$ cat src/hw/rtl/linked_table_key_search_unit_defines.svh
// Assertion macros shared by the linked table key search unit.
`ifndef LINKED_TABLE_KEY_SEARCH_UNIT_DEFINES_SVH
`define LINKED_TABLE_KEY_SEARCH_UNIT_DEFINES_SVH

// Same-cycle implication, checked on aclk and off while aresetn is low.
`define LTS_ASSERT_NOW(label, ante, cons) \
    label: assert property (@(posedge aclk) disable iff (!aresetn) (ante) |-> (cons)) \
        else $error("linked table search: same-cycle check failed");

// Next-cycle implication, checked on aclk and off while aresetn is low.
`define LTS_ASSERT_NEXT(label, ante, cons) \
    label: assert property (@(posedge aclk) disable iff (!aresetn) (ante) |=> (cons)) \
        else $error("linked table search: next-cycle check failed");

`endif

$ cat src/hw/rtl/lts_pkg.sv
// Types, constants and codes shared by the linked table key search unit.
`timescale 1ns / 1ps

package lts_pkg;

    localparam int DEF_ENTRIES = 1024;

    localparam int IDX_W = 10;   // entry_index, list_head and found_index
    localparam int KEY_W = 16;   // each data half
    localparam int PTR_W = 16;   // next pointers and prev_index
    localparam int ENTRY_W = 2 * KEY_W + PTR_W;

    localparam logic [PTR_W-1:0] END_MARK = 16'hFFFF;

    localparam logic CMD_WRITE  = 1'b0;
    localparam logic CMD_SEARCH = 1'b1;

    typedef enum logic [1:0] {
        STATUS_WRITE = 2'd0,
        STATUS_FOUND = 2'd1,
        STATUS_MISS  = 2'd2,
        STATUS_ERROR = 2'd3
    } status_t;

    typedef enum logic [1:0] {
        S_IDLE,
        S_CHECK,
        S_FINISH
    } state_t;

    // Verdict of the compare unit on one entry.
    typedef struct packed {
        logic match;
        logic at_end;
        logic ptr_bad;
    } cmp_t;

    typedef struct packed {
        status_t            status;
        logic [IDX_W-1:0]   found;
        logic [PTR_W-1:0]   prev;
    } result_t;

endpackage

$ cat src/hw/rtl/lts_key_cmp.sv
// Compare unit: checks one entry against the key and classifies its next pointer.
`timescale 1ns / 1ps

module lts_key_cmp #(
    parameter int ENTRIES = lts_pkg::DEF_ENTRIES
) (
    input  logic [lts_pkg::ENTRY_W-1:0] entry,
    input  logic [lts_pkg::KEY_W-1:0]   key_high,
    input  logic [lts_pkg::KEY_W-1:0]   key_low,
    output lts_pkg::cmp_t               cmp
);

    logic [lts_pkg::KEY_W-1:0] ent_high;
    logic [lts_pkg::KEY_W-1:0] ent_low;
    logic [lts_pkg::PTR_W-1:0] ent_next;

    // Entries are laid out as {high, low, next}.
    assign ent_high = entry[lts_pkg::ENTRY_W-1 -: lts_pkg::KEY_W];
    assign ent_low  = entry[lts_pkg::PTR_W +: lts_pkg::KEY_W];
    assign ent_next = entry[lts_pkg::PTR_W-1:0];

    assign cmp.match   = (ent_high == key_high) && (ent_low == key_low);
    assign cmp.at_end  = (ent_next == lts_pkg::END_MARK);
    assign cmp.ptr_bad = (ent_next >= lts_pkg::PTR_W'(ENTRIES));

endmodule

$ cat config.mk
export PLATFORM = sky130hd
export DESIGN_NAME = lts_key_cmp
export DESIGN_NICKNAME = d
export VERILOG_FILES = /design/src/hw/rtl/linked_table_key_search_unit_defines.svh /design/src/hw/rtl/lts_pkg.sv /design/src/hw/rtl/lts_key_cmp.sv
export SDC_FILE = /design/constraint.sdc
export NUM_CORES = 1
export LEC_CHECK = 0
export ABC_AREA = 0
export BUFFER_PORTS_ARGS = -buffer_cell sky130_fd_sc_hd__buf_2
export CAP_MARGIN = 5
export CORE_MARGIN = 2
export CORE_UTILIZATION = 27
export DETAILED_ROUTE_END_ITERATION = 10
export PLACE_DENSITY_LB_ADDON = 0.1
export SLEW_MARGIN = 40
export SYNTH_ARGS = -nofsm -noshare
export SYNTH_HDL_FRONTEND = slang
export SYNTH_SLANG_ARGS = --single-unit
$ cat constraint.sdc
create_clock -name vclk -period 1.67
set_input_delay 0.2505 -clock vclk [all_inputs]
set_output_delay 0.2505 -clock vclk [all_outputs]
set_load 0.01 [all_outputs]
Word level (Yosys, flattened, before mapping)
Cells that the tools add are included.

word-level totals
  bits of input ports = 80
  flip-flop bits (word level) = 0

operators by class
  $lt $le $gt $ge = 1
  equal/unequal tests = 3
  reduce and logical (&&, ||, !) cells = 1

operator list
  cell                                                   count
  == test 16 bit                                         2
  == test 16 bit, second input constant                  1
  >= comparator 16 x 11 -> 1 bit, second input constant  1
  logical AND 1 bit                                      1

Longest topological paths before layout
Gate-level depths: netlist of run 1.

  depth after elaboration = 2
  mapped depth = 4
  depth with buffers taken out = 4

Worst setup path before layout of run 1
No wires, ideal clock.

  path type = input to output
  from = in key_low[15] (netlist name)
  to = out cmp[2] (netlist name)
  path buffers = 0
  slack = 475 ps
  stages = 4
  arrival time = 945 ps
  required time = 1419 ps
  path through = xor2_1 -> nor4_1 -> nand4_1 -> nor2_1

RTL lines
  element             line               text
  start: declaration  lts_key_cmp.sv:9   input logic [lts_pkg::KEY_W-1:0] key_low,
  end: declaration    lts_key_cmp.sv:10  output lts_pkg::cmp_t cmp

==> run summary, run 1 <==
Outcome -> finished, final reports clean
Most common cell after layout, fill and taps aside -> sky130_fd_sc_hd__buf_2
Routed WL per cell -> 9.275 um
Sequential share of power -> 0%
Global-route wire length before repair -> 2.118 mm
Highest-utilization routing layer at the global route stage -> met2
Place WS -> 0.1999 ns
Post-Route Utilization -> 61.91%
Top post-synthesis cells by area -> sky130_fd_sc_hd__xor2_1 72%, sky130_fd_sc_hd__nor4_1 16%, sky130_fd_sc_hd__nand4_1 9.6%, sky130_fd_sc_hd__nor2_1 1.9%, sky130_fd_sc_hd__nand2_1 0.96%
Number of synthesis warnings -> 0
Die extent in x -> 42.09 um
Worst path required time -> 1.42 ns
Initial antenna violation count -> 0
Worst max-slew margin expressed relative to the limit -> 81.53%
Total nets after synthesis -> 131
Overall routed net length -> 1.382 mm
CTS Hold Bufs -> 0
Post-CTS Setup Repair Bufs -> 0
Internal power summed over all cells -> 0.1024 mW
Largest net degree at the start of global routing -> 3
Switching portion of total power -> 38.03%
DRT Pass-1 Iters -> 2
Share of Yosys cell area claimed by the top area cell type -> 71.57%
Gp weighted congestion -> 0.6391
Number of port buffers -> 83
Count of antenna diodes in the layout -> 0
Top cell type by total area after synthesis -> sky130_fd_sc_hd__xor2_1
Total global routing overflow -> 0
Clock buffer instance count of the final layout -> 0
Std cell rows -> 13
Max-Cap Viols -> 0
Placeable core region -> 1334 um^2
Number of slew-limit violations in the final report -> 0
Critical-path maximum fanout -> 1
Type of the tightest min-delay check -> input port to output pin
GRT Total Usage -> 14.25%
DRC violation count after routing -> 0
Post-synthesis instance total -> 51
Crit path kind -> input port to output pin
Setup TNS after final layout -> 0 ns
Initial core utilization -> 29.36%
Vias in the first global route -> 580
Mean cell area of the mapped netlist -> 7.679 um^2
Number of different library cells in the post-synthesis netlist -> 5
LEAKAGE -> 0.4743 nW
Iteration-0 DRC count of the detailed router -> 2
Met3 usage -> 1.293%
Worst Hold Margin -> 0.7765 ns
Net count, final -> 216
PostCTS Resize Cnt -> 0
Sw power -> 0.06285 mW
Slack of the critical path -> 0.2154 ns
Placed wire-length estimate after detailed placement -> 1.338 mm
Die height -> 42.09 um
Crit share post-route -> 87.10%
Share of post-route cells with drive strength above 1 -> 61.94%
Achievable frequency -> 687.5 MHz
Boundary pin count -> 83
GR Util met1 -> 13.42%
Actual transition at the worst max-transition pin -> 0.2745 ns
Kind of capture point of the worst setup path -> output pin
Number of vias after detailed routing -> 658
DIE AREA -> 1771 um^2
Post-layout minimum cycle time -> 1.455 ns
Area growth from synthesis to layout -> 110.9%
Type of origin of the critical path -> input port
Routed via count divided by cell count -> 4.416
Power per unit of standard cell area -> 200.1 nW/um^2
CP arrival -> 1.20 ns
Seq cells -> 0
Clock power share -> 0%
Unrepaired setup endpoints after global routing -> no
Mapped Area -> 391.6 um^2
GRT met2 Usage -> 32.50%
Peak ir drop on the vdd network -> 88.68 uV
Hold violation count in the final report -> 0
Flip-flop and latch area -> 0 um^2
Leading cell types in the layout, fill and taps excluded -> 83 x sky130_fd_sc_hd__buf_2, 32 x sky130_fd_sc_hd__xor2_1, 10 x sky130_fd_sc_hd__nor4_1
Number of setup violations in the final report -> 0
Proportion of synthesized chip area in sequential cells -> 0%
Post-DRT Antenna Nets -> 0
Part of the total power dissipated in combinational logic -> 100.0%
==> power by group through the flow <==
| stage | Combinational [mW] | Sequential (mW) | Clock (mW) |
|---|---|---|---|
| floorplan | 0.0570 | 0 | 0 |
| global route | 0.184 | 0 | 0 |
| finish | 0.165 | 0 | 0 |
| detailed placement | 0.167 | 0 | 0 |
| global placement | 0.162 | 0 | 0 |
| CTS | 0.167 | 0 | 0 |
==> critical path, stage by stage <==
cell and delay [ns]:
sky130_fd_sc_hd__buf_2 0.10, sky130_fd_sc_hd__xor2_1 0.15, sky130_fd_sc_hd__nor4_1 0.31, sky130_fd_sc_hd__nand4_1 0.14
sky130_fd_sc_hd__nor2_1 0.12, sky130_fd_sc_hd__buf_2 0.14
==> path summary, 6_finish.rpt <==
check	from	endpoint	slack, ns	cells after the start
worst min-delay path	entry[11]	cmp[0]	0.78	4
worst max-delay path	key_low[3]	cmp[2]	0.22	6
==> per-stage QoR <==
stage | instance area [um^2] | total power [mW] | std cells
4_1_cts | 825.8 | 0.1674 | 149
3_5_place_dp | 825.8 | 0.1666 | 149
5_1_grt | 825.8 | 0.1845 | 149
3_3_place_gp | 825.8 | 0.1625 | 149
6_report | 825.8 | 0.1653 | 149
2_1_floorplan | 391.6 | 0.05700 | 51
==> logic make-up after synthesis <==
family        synth area share (%)
xor+xnor                     71.57
simple gates                 28.44
==> cells in the mapped netlist <==
| master | n |
|---|---|
| sky130_fd_sc_hd__nand2_1 | 1 |
| sky130_fd_sc_hd__nand4_1 | 6 |
| sky130_fd_sc_hd__nor2_1 | 2 |
| sky130_fd_sc_hd__nor4_1 | 10 |
| sky130_fd_sc_hd__xor2_1 | 32 |
==> layout make-up <==
| type | instances | area (um^2) |
|---|---|---|
| tap | 15 | 18.77 |
| timing repair buffer | 83 | 415.4 |
| multi-input combinational | 51 | 391.6 |
| fill | 131 | 508.0 |
==> routing by layer <==
metal | routed length, um | up-vias
li1 | - | 352
met1 | 443 | 269
met2 | 786 | 37
met3 | 152 | 0
met4 | 0 | 0
met5 | 0 | -
No activity file was read; power rests on OpenSTA's default activity.
==> run 2: changes to the inputs <==
- PLACE_DENSITY: unset -> 0.92
- PLACE_DENSITY_LB_ADDON: 0.1 -> unset
==> run 2 against run 1 <==
Against the previous run:
- fmax up 0.78%
- sequential share of layout area did not move
- via count increased by 3.3%
- design area unchanged
- non-clock buffer count unchanged
- routed wire length increased by 9.2%
- core utilization unchanged
- count of clock-buffer cells in the layout is the same
- sequential cell count unchanged
- total power rose by 1.9%
- worst setup slack better by 0.011 ns
==> run summary, run 2 (synthesized netlist as in run 1, its figures left out) <==
Net count, final -> 216 (unchanged)
Slack of the critical path -> 0.2267 ns (+0.01123 ns)
Largest net degree at the start of global routing -> 3 (unchanged)
Seq cells -> 0 (unchanged)
Number of port buffers -> 83 (unchanged)
LEAKAGE -> 0.4743 nW (unchanged)
Design Area, Final -> 825.8 um^2 (unchanged)
Number of setup violations in the final report -> 0 (unchanged)
Sequential share of power -> 0% (unchanged)
Multi-input gate area -> 391.6 um^2 (unchanged)
Post-CTS Setup Repair Bufs -> 0 (unchanged)
Total global routing overflow -> 0 (unchanged)
Sw power -> 0.06587 mW (+4.8%)
Crit path kind -> input port to output pin
Setup TNS after final layout -> 0 ns (unchanged)
Die height -> 42.09 um (unchanged)
Flip-flop and latch area -> 0 um^2 (unchanged)
Hold violation count in the final report -> 0 (unchanged)
Area growth from synthesis to layout -> 110.9% (unchanged)
DRT Pass-1 Iters -> 4 (+2)
DP Area -> 825.8 um^2 (unchanged)
Total Power -> 0.1684 mW (+1.9%)
Place WS -> 0.1990 ns (-0.0009240 ns)
Cell type of the slowest stage on the worst timing path -> sky130_fd_sc_hd__nor4_1
Part of the total power dissipated in combinational logic -> 100.0% (about the same)
Worst path required time -> 1.42 ns (about the same)
Power per unit of standard cell area -> 204.0 nW/um^2 (+1.9%)
Crit share post-route -> 86.43% (-0.67 points)
CP arrival -> 1.19 ns (about the same)
Share of post-route cells with drive strength above 1 -> 61.94% (unchanged)
Outcome -> finished, final reports clean
Worst-path cell chain -> buf_2, xor2_1, nor4_1, nand4_1, nor2_1, buf_2
Max-Cap Viols -> 0 (unchanged)
Number of slew-limit violations in the final report -> 0 (unchanged)
PostCTS Resize Cnt -> 0 (unchanged)
DIE AREA -> 1771 um^2 (unchanged)
Worst max-slew margin expressed relative to the limit -> 80.02% (-1.5 points)
Most common cell after layout, fill and taps aside -> sky130_fd_sc_hd__buf_2
Count of antenna diodes in the layout -> 0 (unchanged)
Routed via count divided by cell count -> 4.564 (+3.3%)
Post-layout minimum cycle time -> 1.443 ns (-0.01123 ns)
Count of fill cells added during filler insertion -> 131 (unchanged)
Clock power share -> 0% (unchanged)
Boundary pin count -> 83 (unchanged)
CTS Hold Bufs -> 0 (unchanged)
CP delay by family, top -> simple AND/OR/NAND/NOR gates
Worst Hold Margin -> 0.7793 ns (+0.002890 ns)
Achievable frequency -> 692.8 MHz (+0.78%)
Critical-path maximum fanout -> 1 (unchanged)
Unrepaired setup endpoints after global routing -> no
Global-route wire length before repair -> 2.346 mm (+11%)
Iteration-0 DRC count of the detailed router -> 2 (unchanged)
Routed WL per cell -> 10.13 um (+9.2%)
Placed cell count -> 149 (unchanged)
Gp weighted congestion -> 0.6259 (-2.1%)
Initial antenna violation count -> 0 (unchanged)
Final standard cell count with taps included and fillers excluded -> 149 (unchanged)
Die extent in x -> 42.09 um (unchanged)
Clock buffer instance count of the final layout -> 0 (unchanged)
GRT Total Usage -> 15.92% (+1.7 points)
Actual transition at the worst max-transition pin -> 0.2970 ns (+0.02248 ns)
Placed wire-length estimate after detailed placement -> 1.449 mm (+8.3%)
Post-Route Utilization -> 61.91% (unchanged)
Overall routed net length -> 1.509 mm (+9.2%)
Initial core utilization -> 29.36% (unchanged)
Buf/Inv on CP -> 2 (unchanged)
Biggest cell delay along the critical path -> 0.33 ns (+0.02 ns)
Peak ir drop on the vdd network -> 96.91 uV (+9.3%)
Type of the tightest min-delay check -> input port to output pin
Std cell rows -> 13 (unchanged)
Type of origin of the critical path -> input port
Most repeated library cell on the critical path -> sky130_fd_sc_hd__buf_2
Switching portion of total power -> 39.11% (+1.1 points)
Internal power summed over all cells -> 0.1026 mW (+0.15%)
Leading cell types in the layout, fill and taps excluded -> 83 x sky130_fd_sc_hd__buf_2, 32 x sky130_fd_sc_hd__xor2_1, 10 x sky130_fd_sc_hd__nor4_1
Number of vias after detailed routing -> 680 (+3.3%)
Vias in the first global route -> 637 (+9.8%)
DRC violation count after routing -> 0 (unchanged)
Post-DRT Antenna Nets -> 0 (unchanged)
Kind of capture point of the worst setup path -> output pin
Placeable core region -> 1334 um^2 (unchanged)
## run 2: cell counts in the layout (fill, tap and decap cells not counted)
Identical to the previous run, type by type.
## run 2: worst min-delay path, cell delays in order
cell                      delay [ns]
sky130_fd_sc_hd__buf_2          0.09
sky130_fd_sc_hd__nor2_1         0.03
sky130_fd_sc_hd__nand2_1        0.04
sky130_fd_sc_hd__buf_2          0.12
## run 2: final cells by class
cell class	instances	area share, %
Multi-Input combinational cell	51	47.42
Timing Repair Buffer	83	50.30
Tap cell	15	2.273
## run 2: final timing paths
kind / from / end / slack, ns / cells past startpoint
worst max-delay path: key_low[3] / cmp[2] / 0.23 / 6
worst min-delay path: entry[11] / cmp[0] / 0.78 / 4
## run 2: power groups by stage
stage,combinational [mW],sequential (mW),clock (mW)
6_report,0.168,0,0
5_1_grt,0.187,0,0
4_1_cts,0.171,0,0
3_5_place_dp,0.170,0,0
3_3_place_gp,0.163,0,0
2_1_floorplan,0.0570,0,0
## run 2: routing by layer
metal	wire [um]	share of wire, %	global-route usage (%)
met1	474	31	16.20
met2	873	58	33.13
met3	161	11	2.586
met4	0	0	3.125
met5	0	0	0
